--- src/rtl/hbed_pkg.sv ---
// Shared types, constants and functions of the hashed block error decider.
package hbed_pkg;

  localparam int COUNTER_BITS_DEFAULT = 32;

  localparam logic [63:0] MIX_GOLDEN = 64'h9E3779B97F4A7C15;
  localparam logic [63:0] MIX_C1     = 64'hBF58476D1CE4E5B9;
  localparam logic [63:0] MIX_C2     = 64'h94D049BB133111EB;

  localparam logic [16:0] Q16_ONE           = 17'd65536;
  localparam logic [15:0] WINDOW_LENGTH_RST = 16'd1000;

  localparam int CFG_INDEX_BITS = 3;
  localparam int CFG_DATA_BITS  = 64;
  localparam int HASH_STEPS     = 8;
  localparam int STEP_BITS      = $clog2(HASH_STEPS);
  localparam logic [STEP_BITS-1:0] LAST_STEP = STEP_BITS'(HASH_STEPS - 1);

  typedef enum logic [CFG_INDEX_BITS-1:0] {
    REG_HASH_SEED       = 3'd0,
    REG_LINK_DIRECTION  = 3'd1,
    REG_EMULATION_EN    = 3'd2,
    REG_ERROR_THRESHOLD = 3'd3,
    REG_PROTECT_RETX    = 3'd4,
    REG_WINDOW_LENGTH   = 3'd5
  } cfg_reg_t;

  typedef enum logic [1:0] {
    PART_LL,
    PART_HL,
    PART_LH
  } mul_part_t;

  typedef enum logic [2:0] {
    Z_HOLD,
    Z_SEED,
    Z_FOLD,
    Z_XS27,
    Z_XS31
  } z_op_t;

  typedef enum logic [3:0] {
    S_IDLE,
    S_MA0,
    S_MA1,
    S_MA2,
    S_MA3,
    S_XS,
    S_MB0,
    S_MB1,
    S_MB2,
    S_MB3,
    S_FIN,
    S_FOLD,
    S_DECIDE
  } state_t;

  typedef struct packed {
    logic                 start;
    z_op_t                z_op;
    logic [STEP_BITS-1:0] step;
    logic                 mul_en;
    mul_part_t            mul_part;
    logic                 const_sel;
    logic                 acc_en;
    mul_part_t            acc_part;
    logic                 decide;
  } cmd_t;

  typedef struct packed {
    logic out_busy;
  } status_t;

  // First half of a mix step: add the golden increment, then xor-shift by 30.
  function automatic logic [63:0] premix(input logic [63:0] v);
    logic [63:0] t;
    t = v + MIX_GOLDEN;
    return t ^ (t >> 30);
  endfunction

  // Redundancy version 0,2,3,1 maps to rounds 0,1,2,3.
  function automatic logic [1:0] round_of(input logic [1:0] rv);
    logic [1:0] r;
    case (rv)
      2'd0:    r = 2'd0;
      2'd1:    r = 2'd3;
      2'd2:    r = 2'd1;
      default: r = 2'd2;
    endcase
    return r;
  endfunction

endpackage

--- src/rtl/hashed_block_error_decider_top.sv ---
// Top level of the hashed block error decider: sequencer plus hash and statistics datapath.
// Each word runs through eight mix steps, sequenced around the single shared 32x32 multiplier
//   (three partial products per 64-bit multiply); a new word is accepted only after the
//   previous word has been decided, and deciding waits while the output register is busy.
// The next input word is accepted while a finished result still waits in the output register.
// Reset (rst, synchronous, active high) clears statistics, the output valid flag and
//   loads register defaults (window length 1000, all others zero).
module hashed_block_error_decider_top
  import hbed_pkg::*;
#(
  parameter int COUNTER_BITS = COUNTER_BITS_DEFAULT
) (
  input  logic                      clk,
  input  logic                      rst,
  // configuration write port
  input  logic                      cfg_write_en,
  input  logic [CFG_INDEX_BITS-1:0] cfg_index,
  input  logic [CFG_DATA_BITS-1:0]  cfg_data,
  // input word
  input  logic                      in_valid,
  output logic                      in_ready,
  input  logic [15:0]               rnti,
  input  logic [9:0]                frame_number,
  input  logic [7:0]                slot_number,
  input  logic [7:0]                harq_process,
  input  logic [1:0]                redundancy_version,
  input  logic [4:0]                mcs_index,
  input  logic                      access_done,
  // result word
  output logic                      out_valid,
  input  logic                      out_ready,
  output logic                      block_fails,
  output logic                      was_counted,
  output logic [1:0]                harq_round,
  output logic                      window_closed,
  output logic [31:0]               window_blocks,
  output logic [31:0]               window_failures,
  output logic [4:0]                window_mcs_low,
  output logic [4:0]                window_mcs_high,
  output logic [31:0]               total_blocks,
  output logic [31:0]               total_failures,
  output logic [31:0]               total_retransmissions
);

  // Commands flow from the sequencer to the datapath; the datapath reports only
  // whether its output register can take a new result.
  cmd_t    cmd;
  status_t status;

  // Sequencer: accept a word, seed the hash, then run each mix step as
  // multiply, xor-shift, multiply, xor-shift and fold in the next field, except after the last step.
  hbed_ctrl u_ctrl (
    .clk      (clk),
    .rst      (rst),
    .in_valid (in_valid),
    .in_ready (in_ready),
    .status   (status),
    .cmd      (cmd)
  );

  // Datapath: configuration registers, latched word, hash registers with the
  // shared multiplier, saturating counters and the result register.
  hbed_datapath #(
    .COUNTER_BITS (COUNTER_BITS)
  ) u_datapath (
    .clk                   (clk),
    .rst                   (rst),
    .cfg_write_en          (cfg_write_en),
    .cfg_index             (cfg_index),
    .cfg_data              (cfg_data),
    .rnti                  (rnti),
    .frame_number          (frame_number),
    .slot_number           (slot_number),
    .harq_process          (harq_process),
    .redundancy_version    (redundancy_version),
    .mcs_index             (mcs_index),
    .access_done           (access_done),
    .cmd                   (cmd),
    .status                (status),
    .out_valid             (out_valid),
    .out_ready             (out_ready),
    .block_fails           (block_fails),
    .was_counted           (was_counted),
    .harq_round            (harq_round),
    .window_closed         (window_closed),
    .window_blocks         (window_blocks),
    .window_failures       (window_failures),
    .window_mcs_low        (window_mcs_low),
    .window_mcs_high       (window_mcs_high),
    .total_blocks          (total_blocks),
    .total_failures        (total_failures),
    .total_retransmissions (total_retransmissions)
  );

endmodule

--- src/rtl/hbed_ctrl.sv ---
// Sequencer that walks the eight mix steps and issues datapath commands.
module hbed_ctrl
  import hbed_pkg::*;
(
  input  logic    clk,
  input  logic    rst,
  input  logic    in_valid,
  output logic    in_ready,
  input  status_t status,
  output cmd_t    cmd
);

  state_t               state, state_next;
  logic [STEP_BITS-1:0] step, step_next;

  always_ff @(posedge clk) begin
    if (rst) begin
      state <= S_IDLE;
      step  <= '0;
    end else begin
      state <= state_next;
      step  <= step_next;
    end
  end

  always_comb begin
    state_next    = state;
    step_next     = step;
    in_ready      = 1'b0;
    cmd           = '0;
    cmd.z_op      = Z_HOLD;
    cmd.mul_part  = PART_LL;
    cmd.acc_part  = PART_LL;
    cmd.step      = step;
    unique case (state)
      S_IDLE: begin
        in_ready = 1'b1;
        if (in_valid) begin
          cmd.start  = 1'b1;
          cmd.z_op   = Z_SEED;
          step_next  = '0;
          state_next = S_MA0;
        end
      end
      S_MA0: begin
        cmd.mul_en = 1'b1;
        state_next = S_MA1;
      end
      S_MA1: begin
        cmd.mul_en   = 1'b1;
        cmd.mul_part = PART_HL;
        cmd.acc_en   = 1'b1;
        state_next   = S_MA2;
      end
      S_MA2: begin
        cmd.mul_en   = 1'b1;
        cmd.mul_part = PART_LH;
        cmd.acc_en   = 1'b1;
        cmd.acc_part = PART_HL;
        state_next   = S_MA3;
      end
      S_MA3: begin
        cmd.acc_en   = 1'b1;
        cmd.acc_part = PART_LH;
        state_next   = S_XS;
      end
      S_XS: begin
        cmd.z_op   = Z_XS27;
        state_next = S_MB0;
      end
      S_MB0: begin
        cmd.mul_en    = 1'b1;
        cmd.const_sel = 1'b1;
        state_next    = S_MB1;
      end
      S_MB1: begin
        cmd.mul_en    = 1'b1;
        cmd.const_sel = 1'b1;
        cmd.mul_part  = PART_HL;
        cmd.acc_en    = 1'b1;
        state_next    = S_MB2;
      end
      S_MB2: begin
        cmd.mul_en    = 1'b1;
        cmd.const_sel = 1'b1;
        cmd.mul_part  = PART_LH;
        cmd.acc_en    = 1'b1;
        cmd.acc_part  = PART_HL;
        state_next    = S_MB3;
      end
      S_MB3: begin
        cmd.acc_en   = 1'b1;
        cmd.acc_part = PART_LH;
        state_next   = S_FIN;
      end
      S_FIN: begin
        cmd.z_op = Z_XS31;
        if (step == LAST_STEP) begin
          state_next = S_DECIDE;
        end else begin
          step_next  = step + 1'b1;
          state_next = S_FOLD;
        end
      end
      S_FOLD: begin
        cmd.z_op   = Z_FOLD;
        state_next = S_MA0;
      end
      S_DECIDE: begin
        // hold until the output register is free or being emptied
        if (!status.out_busy) begin
          cmd.decide = 1'b1;
          state_next = S_IDLE;
        end
      end
      default: state_next = S_IDLE;
    endcase
  end

endmodule

--- src/rtl/hbed_datapath.sv ---
// Hash datapath with shared 32x32 multiplier, statistics counters and result register.
module hbed_datapath
  import hbed_pkg::*;
#(
  parameter int COUNTER_BITS = COUNTER_BITS_DEFAULT
) (
  input  logic                      clk,
  input  logic                      rst,
  input  logic                      cfg_write_en,
  input  logic [CFG_INDEX_BITS-1:0] cfg_index,
  input  logic [CFG_DATA_BITS-1:0]  cfg_data,
  input  logic [15:0]               rnti,
  input  logic [9:0]                frame_number,
  input  logic [7:0]                slot_number,
  input  logic [7:0]                harq_process,
  input  logic [1:0]                redundancy_version,
  input  logic [4:0]                mcs_index,
  input  logic                      access_done,
  input  cmd_t                      cmd,
  output status_t                   status,
  output logic                      out_valid,
  input  logic                      out_ready,
  output logic                      block_fails,
  output logic                      was_counted,
  output logic [1:0]                harq_round,
  output logic                      window_closed,
  output logic [31:0]               window_blocks,
  output logic [31:0]               window_failures,
  output logic [4:0]                window_mcs_low,
  output logic [4:0]                window_mcs_high,
  output logic [31:0]               total_blocks,
  output logic [31:0]               total_failures,
  output logic [31:0]               total_retransmissions
);

  localparam int CB = COUNTER_BITS;

  function automatic logic [CB-1:0] sat_inc(input logic [CB-1:0] c);
    return (&c) ? c : c + CB'(1);
  endfunction

  // configuration
  logic [63:0] hash_seed;
  logic        link_direction;
  logic        emulation_enabled;
  logic [16:0] error_threshold;
  logic        protect_retransmissions;
  logic [15:0] window_length;

  // latched item
  logic [15:0] lat_rnti;
  logic [9:0]  lat_frame;
  logic [7:0]  lat_slot;
  logic [7:0]  lat_harq;
  logic [1:0]  lat_rv;
  logic [4:0]  lat_mcs;
  logic        lat_access;

  // hash working registers
  logic [63:0] z;
  logic [63:0] prod;
  logic [63:0] acc;
  logic [63:0] fold_val;
  logic [63:0] mul_const;
  logic [31:0] mul_a;
  logic [31:0] mul_b;

  // statistics
  logic [CB-1:0] win_blocks;
  logic [CB-1:0] win_fails;
  logic [4:0]    win_mcs_min;
  logic [4:0]    win_mcs_max;
  logic [CB-1:0] all_blocks;
  logic [CB-1:0] all_fails;
  logic [CB-1:0] retx_blocks;

  // decision
  logic [16:0]   thr_eff;
  logic [1:0]    rnd;
  logic          counted;
  logic          fail;
  logic          closed;
  logic [CB-1:0] win_blocks_next;
  logic [CB-1:0] win_fails_next;
  logic [4:0]    win_mcs_min_next;
  logic [4:0]    win_mcs_max_next;
  logic [CB-1:0] all_blocks_next;
  logic [CB-1:0] all_fails_next;
  logic [CB-1:0] retx_blocks_next;

  always_ff @(posedge clk) begin
    if (rst) begin
      hash_seed               <= '0;
      link_direction          <= 1'b0;
      emulation_enabled       <= 1'b0;
      error_threshold         <= '0;
      protect_retransmissions <= 1'b0;
      window_length           <= WINDOW_LENGTH_RST;
    end else if (cfg_write_en) begin
      case (cfg_index)
        REG_HASH_SEED:       hash_seed               <= cfg_data;
        REG_LINK_DIRECTION:  link_direction          <= cfg_data[0];
        REG_EMULATION_EN:    emulation_enabled       <= cfg_data[0];
        REG_ERROR_THRESHOLD: error_threshold         <= cfg_data[16:0];
        REG_PROTECT_RETX:    protect_retransmissions <= cfg_data[0];
        REG_WINDOW_LENGTH:   window_length           <= cfg_data[15:0];
        default: ;
      endcase
    end
  end

  always_ff @(posedge clk) begin
    if (cmd.start) begin
      lat_rnti   <= rnti;
      lat_frame  <= frame_number;
      lat_slot   <= slot_number;
      lat_harq   <= harq_process;
      lat_rv     <= redundancy_version;
      lat_mcs    <= mcs_index;
      lat_access <= access_done;
    end
  end

  always_comb begin
    case (cmd.step)
      3'd1:    fold_val = {63'd0, link_direction};
      3'd2:    fold_val = {48'd0, lat_rnti};
      3'd3:    fold_val = {54'd0, lat_frame};
      3'd4:    fold_val = {56'd0, lat_slot};
      3'd5:    fold_val = {56'd0, lat_harq};
      3'd6:    fold_val = {62'd0, lat_rv};
      default: fold_val = '0;
    endcase
  end

  // Low 64 bits of z * C from three 32x32 partial products.
  assign mul_const = cmd.const_sel ? MIX_C2 : MIX_C1;
  assign mul_a     = (cmd.mul_part == PART_HL) ? z[63:32] : z[31:0];
  assign mul_b     = (cmd.mul_part == PART_LH) ? mul_const[63:32] : mul_const[31:0];

  always_ff @(posedge clk) begin
    if (cmd.mul_en) begin
      prod <= 64'(mul_a) * 64'(mul_b);
    end
    if (cmd.acc_en) begin
      case (cmd.acc_part)
        PART_LL: acc <= prod;
        default: acc <= acc + {prod[31:0], 32'd0};
      endcase
    end
    case (cmd.z_op)
      Z_SEED:  z <= premix(hash_seed);
      Z_FOLD:  z <= premix(z ^ fold_val);
      Z_XS27:  z <= acc ^ (acc >> 27);
      Z_XS31:  z <= acc ^ (acc >> 31);
      default: ;
    endcase
  end

  always_comb begin
    thr_eff = (error_threshold > Q16_ONE) ? Q16_ONE : error_threshold;
    rnd     = round_of(lat_rv);
    counted = emulation_enabled && lat_access && (thr_eff != '0) &&
              !(protect_retransmissions && (rnd != 2'd0));
    fail    = counted && ({1'b0, z[63:48]} < thr_eff);

    win_blocks_next  = win_blocks;
    win_fails_next   = win_fails;
    win_mcs_min_next = win_mcs_min;
    win_mcs_max_next = win_mcs_max;
    all_blocks_next  = all_blocks;
    all_fails_next   = all_fails;
    retx_blocks_next = retx_blocks;
    if (counted) begin
      if (win_blocks == '0) begin
        win_mcs_min_next = lat_mcs;
        win_mcs_max_next = lat_mcs;
      end else begin
        if (lat_mcs < win_mcs_min) win_mcs_min_next = lat_mcs;
        if (lat_mcs > win_mcs_max) win_mcs_max_next = lat_mcs;
      end
      win_blocks_next = sat_inc(win_blocks);
      all_blocks_next = sat_inc(all_blocks);
      if (rnd != 2'd0) retx_blocks_next = sat_inc(retx_blocks);
      if (fail) begin
        win_fails_next = sat_inc(win_fails);
        all_fails_next = sat_inc(all_fails);
      end
    end
    closed = counted && (window_length != '0) &&
             (win_blocks_next >= CB'(window_length));
  end

  always_ff @(posedge clk) begin
    if (rst) begin
      win_blocks  <= '0;
      win_fails   <= '0;
      win_mcs_min <= '0;
      win_mcs_max <= '0;
      all_blocks  <= '0;
      all_fails   <= '0;
      retx_blocks <= '0;
    end else if (cmd.decide) begin
      win_blocks  <= closed ? '0 : win_blocks_next;
      win_fails   <= closed ? '0 : win_fails_next;
      win_mcs_min <= win_mcs_min_next;
      win_mcs_max <= win_mcs_max_next;
      all_blocks  <= all_blocks_next;
      all_fails   <= all_fails_next;
      retx_blocks <= retx_blocks_next;
    end
  end

  always_ff @(posedge clk) begin
    if (rst) begin
      out_valid <= 1'b0;
    end else if (cmd.decide) begin
      out_valid <= 1'b1;
    end else if (out_ready) begin
      out_valid <= 1'b0;
    end
  end

  always_ff @(posedge clk) begin
    if (cmd.decide) begin
      block_fails           <= fail;
      was_counted           <= counted;
      harq_round            <= rnd;
      window_closed         <= closed;
      window_blocks         <= 32'(win_blocks_next);
      window_failures       <= 32'(win_fails_next);
      window_mcs_low        <= win_mcs_min_next;
      window_mcs_high       <= win_mcs_max_next;
      total_blocks          <= 32'(all_blocks_next);
      total_failures        <= 32'(all_fails_next);
      total_retransmissions <= 32'(retx_blocks_next);
    end
  end

  assign status.out_busy = out_valid && !out_ready;

endmodule
--- config.mk ---
export PLATFORM = sky130hd
export DESIGN_NAME = hashed_block_error_decider_top
export DESIGN_NICKNAME = d
export VERILOG_FILES = /design/src/rtl/hbed_pkg.sv /design/src/rtl/hashed_block_error_decider_top.sv /design/src/rtl/hbed_ctrl.sv /design/src/rtl/hbed_datapath.sv
export SDC_FILE = /design/constraint.sdc
export NUM_CORES = 2
export LEC_CHECK = 0
export ABC_CLOCK_PERIOD_IN_PS = 25800
export BUFFER_PORTS_ARGS = -buffer_cell sky130_fd_sc_hd__buf_2
export CAP_MARGIN = 20
export CORE_ASPECT_RATIO = 1.75
export CORE_MARGIN = 5
export CORE_UTILIZATION = 50
export CTS_CLUSTER_SIZE = 30
export DETAILED_ROUTE_END_ITERATION = 8
export GPL_TIMING_DRIVEN = 0
export PLACE_DENSITY = 0.67
export SLEW_MARGIN = 20
export SYNTH_ARGS = -nofsm -noshare
export SYNTH_HDL_FRONTEND = slang
export SYNTH_HIERARCHICAL = 1
export SYNTH_SLANG_ARGS = --single-unit
--- constraint.sdc ---
create_clock -name clk -period 25.8 [get_ports clk]
set_input_delay 5.16 -clock clk [delete_from_list [all_inputs] [get_ports clk]]
set_output_delay 5.16 -clock clk [all_outputs]
set_load 0.01 [all_outputs]
# After elaboration in Yosys (flattened, before gate mapping)
# Index checks and enable logic that the tools add are counted.
# totals
latch_bits,0
memories,0
input_bits,122
rom_bits,0
out_inout_bits,177
ramBits,0
regBits,695
elab_cells,181
# op_classes
shift,0
n_div,0
muxes,49
bitwise,5
n_lt_le_gt_ge,5
mul,1
addsub,9
eq_ne,35
reduce_logical,40
# op_table
op,n
32-bit two-way mux,17
64-bit one-hot mux with 4 select lines,1
"32-bit by 1-bit adder with 32-bit output, second input constant",5
32-bit AND reduction,5
"64-bit adder, second input constant",2
64-bit by 34-bit XOR with 64-bit output,2
16-bit one-hot mux with 6 select lines,1
64-bit adder,1
32-bit by 32-bit multiplier with 64-bit output,1
64-bit two-way mux,1
64-bit by 16-bit XOR with 64-bit output,1
64-bit by 33-bit XOR with 64-bit output,1
64-bit by 37-bit XOR with 64-bit output,1
62-bit two-way mux,1
4-bit one-hot mux with 13 select lines,1
32-bit by 16-bit >= comparator with 1-bit output,1
32-bit logical NOT,1
5-bit two-way mux,6
"3-bit == test, second input constant",7
"4-bit == test, second input constant",5
"3-bit by 2-bit == test with 1-bit output, second input constant",6
"17-bit greater-than comparator, second input constant",1
16-bit by 17-bit < comparator with 1-bit output,1
17-bit two-way mux,1
other kinds (31),74

# Depth between registers and ports, before layout
# depth
depth_word,10
depth_mapped,40
depth_no_buf,34

# Modules after synthesis
# Netlist, hierarchy kept.
# modules_own_cells
mod,n_inst,area_each_um2,cells_per_inst,seq_area_each_um2
hbed_datapath,1,65471.5,6708,17947.2
hbed_ctrl,1,633.1,80,140.1

# Worst setup path after synthesis
# OpenSTA, ideal clock, no wires.
# synth_timing
path_kind,input -> register
startpoint,input port out_ready
endpoint,register u_datapath.win_blocks[26]
path_stages,7
t_arrival_ns,20.439
path_buffers,1
required_time_ns,25.699
slack_ns,5.260
setup_ns,0.101
cell_sequence,nor2b_1 nor3_1 inv_1 nor3_1 a41oi_4 buf_2 o41ai_1
# synth_rtl
item,line_no,rtl
"start, declared",hashed_block_error_decider_top.sv:31,"input logic out_ready,"
"end signal, assigned",hbed_datapath.sv:204,win_blocks <= closed ? '0 : win_blocks_next;
"end, declared",hbed_datapath.sv:69,logic [CB-1:0] win_blocks;

==> reports/metrics.yaml <==
detailed_routing:
  drc: 0
  ant_nets: 0
  wl_per_cell_um: 34.2
  vias: 54200
  viasPerCell: 6.05
  first_pass_iters: 9
  routed_wl_um: 307000
  drt_iter0_drc: 4755
cts:
  clkTransAtPathRegs_ns: 0.07
  cts_tree: "built"
  cts_root_buf: "clkbuf_16"
  htree_levels: 3
  cts_hold_buf: 0
  insertion_delay_ns: 0.68
  postCtsResizedCells: 0
  cts_made_buffers: 69
  cts_setup_buffers: 0
  cts_buffer_depth: 3
  cts_sinks: 695
timing:
  finalHoldViolCount: 0
  setup_viol: 0
  fin_crit_ns: 13.74
  tightest_slew_ns: 1.26
  report.final.slew_viol_count: 0
  rsz0062_at_grt: "no"
  worst_slack_ns: 12.06
  period_share_pct: 53.2
  skew_ns: 0.0463
  fmax_mhz: 72.8
  maxSlewHeadroom_pct: 16.3
yosys:
  ys_warn_count: 6
  netlist_top_cells_area: "fa_1, edfxtp_1, ha_1"
  synth.cell_area_um2: 66100
  syn_avg_cell_area_um2: 9.74
  synth_cell_type_count: 118
  yosysSeqAreaShare_pct: 27.4
  synth_ff_type: "edfxtp_1"
  synth_seq_cells: 695
  synth-async-reset-ratio_pct: 0
  synth_enable_flop_cells: 417
  synth_largest_area_cell: "fa_1"
  synth_nets: 8147
  synth_top_area_share_pct: 23.9
  syn_inst: 6788
floorplanning:
  fp.dieH_um: 491
  ios: 299
  die_w_um: 285
  core.rowCount: 176
  die-area_um2: 140000
  core-area_um2: 131000
  initial_utilization_pct: 50.3
placement:
  dp_slack_ns: 12.36
  portBuffers: 296
  hpwlAfterDp_um: 256000
  place.gp.congestion: 1.11
cells_and_area:
  nNetsFinal: 8551
  drive_gt1_share_pct: 9.01
  multi_input_area_um2: 42900
  seq_area_um2: 18100
  syn_to_final_growth_pct: 9.86
  fillers: 12100
grt:
  antenna_found_initial: 30
  grt-ovfl-total: 0
  grt_pass1_wl_um: 421000
  grt_pass1_vias: 56400
  grt_max_degree: 36
  track_usage_pct: 43.3
critical_path:
  critPathLaunchType: "register"
  cp-end-kind: "register"
  cp.required_ns: 26.19
  startpoint: "u_ctrl/state[3]$_SDFFE_PP0P_"
  cpMaxStageDelayCell: "fa_1"
  r2r-start: "u_ctrl/state[3]$_SDFFE_PP0P_"
  cpMostUsedCell: "fa_1"
  path_max_fanout: 10
  arrival_ns: 14.13
  critPathMaxStageDelay_ns: 1.03
  worst-setup-path-type: "register to register"
worst_hold_path:
  hp-class: "register to register"
  min_from: "u_datapath/hash_seed[29]$_SDFFE_PP0P_"
run:
  maxCapViolCount: 0
status:
  status: "finished, final reports clean"
-- cells in the final DEF (no fill, tap or decap), types with 24 or more instances in the layout --
| cell type | netlist | layout |
|---|---|---|
| and3_1 | 84 | 84 |
| ha_1 | 448 | 448 |
| nand4_1 | 68 | 68 |
| o21ai_0 | 191 | 190 |
| nor4_1 | 38 | 36 |
| or3_1 | 33 | 32 |
| clkbuf_16 | 0 | 71 |
| a221o_1 | 28 | 28 |
| nand2b_1 | 60 | 60 |
| buf_4 | 7 | 24 |
| mux2_2 | 38 | 38 |
| buf_2 | 20 | 320 |
| inv_1 | 1085 | 1085 |
| xnor2_1 | 304 | 301 |
| nor2b_1 | 31 | 31 |
| a211oi_1 | 33 | 33 |
| nor2_1 | 469 | 467 |
| and2_1 | 87 | 85 |
| a31oi_1 | 31 | 31 |
| o221ai_1 | 43 | 43 |
| a21o_1 | 104 | 104 |
| nand3_1 | 127 | 127 |
| and4_1 | 24 | 24 |
| clkbuf_1 | 237 | 227 |
| nor3_1 | 96 | 94 |
| a22o_1 | 33 | 33 |
| or2_2 | 24 | 24 |
| dfxtp_1 | 278 | 278 |
| a21oi_1 | 284 | 281 |
| xor2_1 | 250 | 249 |
| nand2_1 | 629 | 629 |
| fa_1 | 789 | 789 |
| edfxtp_1 | 417 | 417 |
| o21a_1 | 25 | 25 |
-- flip-flops by register name (all words and copies together) (netlist names), 64 cells and up --
| name | count |
|---|---|
| u_datapath/prod | 64 |
| u_datapath/hash_seed | 64 |
| u_datapath/acc | 64 |
| u_datapath/z | 64 |
-- synth_stat cells, types with 11 or more instances --
library cell  instances
a211oi_1             33
a21boi_0             15
a21o_1              104
a21oi_1             284
a221o_1              28
a221oi_1             18
a22o_1               33
a22oi_1              20
a31oi_1              31
and2_1               87
and3_1               84
and4_1               24
buf_1                15
buf_2                20
clkbuf_1            237
dfxtp_1             278
edfxtp_1            417
fa_1                789
ha_1                448
inv_1              1085
mux2_2               38
mux2i_1              22
nand2_1             629
nand2b_1             60
nand3_1             127
nand3b_1             15
nand4_1              68
nor2_1              469
nor2b_1              31
nor3_1               96
nor4_1               38
o211ai_1             15
o21a_1               25
o21ai_0             191
o21ai_1              15
o21bai_1             20
o221ai_1             43
o22ai_1              20
o31ai_1              13
or2_2                24
or3_1                33
xnor2_1             304
xnor3_1              11
xor2_1              250
-- worst max-delay path, delay by kind of cell (launching register included) --
kind            cells  cell delay (ns)
simple gates        8             2.28
flops               1             0.33
compound gates      8             2.42
fa+ha+maj           9             5.38
buf+inv            10             2.96
-- area by class of cell --
type,instances,area share (%)
Antenna cell,17,0.0586
Buffer,285,1.65
Clock buffer,85,2.55
Clock inverter,43,0.672
Inverter,1094,5.66
Multi-Input combinational cell,4714,59.0
Sequential cell,695,24.9
Tap cell,1691,2.91
Timing Repair Buffer,333,2.59
-- logic make-up (layout without fill, tap and decap cells) --
| family | after synthesis | in the layout | synth area share, % |
|---|---|---|---|
| other | 0 | 17 | 0 |
| xor gates and xnor gates | 569 | 569 | 7.81 |
| AOI/OAI and AO/OA | 998 | 998 | 10.1 |
| adders and majority gates | 1237 | 1237 | 32.4 |
| DFF | 695 | 695 | 27.4 |
| buffers and inverters | 1379 | 1840 | 7.98 |
| muxes | 64 | 64 | 1.09 |
| and+or+nand+nor | 1846 | 1846 | 13.3 |
-- layer usage --
metal	GRT usage [%]	wire length, µm	vias up
met4	54.9	51700	22
li1	-	-	23200
met2	72.3	147000	2792
met5	0.208	166	-
met3	11.2	21700	1394
met1	37.6	86500	26800
-- metrics by stage --
stage	cells	setup TNS [ns]	instance area [µm²]	utilization, %	hold slack (ns)
floorplan	6788	0	66100	-	0.436
global placement	8775	-217.72	69700	53.0	0.446
detailed placement	8808	0	70200	53.4	0.456
CTS	8936	0	72500	55.1	0.466
global route	8942	0	72600	55.2	0.492
finish	8957	0	72600	55.2	0.465
-- path summary, 6_finish.rpt --
| check | to | slack (ns) | cells past startpoint |
|---|---|---|---|
| setup / recovery | u_datapath/prod[63]$_DFFE_PP_ | 12.06 | 35 |
| setup reg to reg | u_datapath/prod[63]$_DFFE_PP_ | 12.06 | 35 |
| hold reg to reg | u_datapath/hash_seed[29]$_SDFFE_PP0P_ | 0.47 | 2 |
| hold / removal | u_datapath/hash_seed[29]$_SDFFE_PP0P_ | 0.47 | 2 |
Power is not shown: default switching activity piles up to over one toggle a cycle in this logic, so the estimate is an artifact.
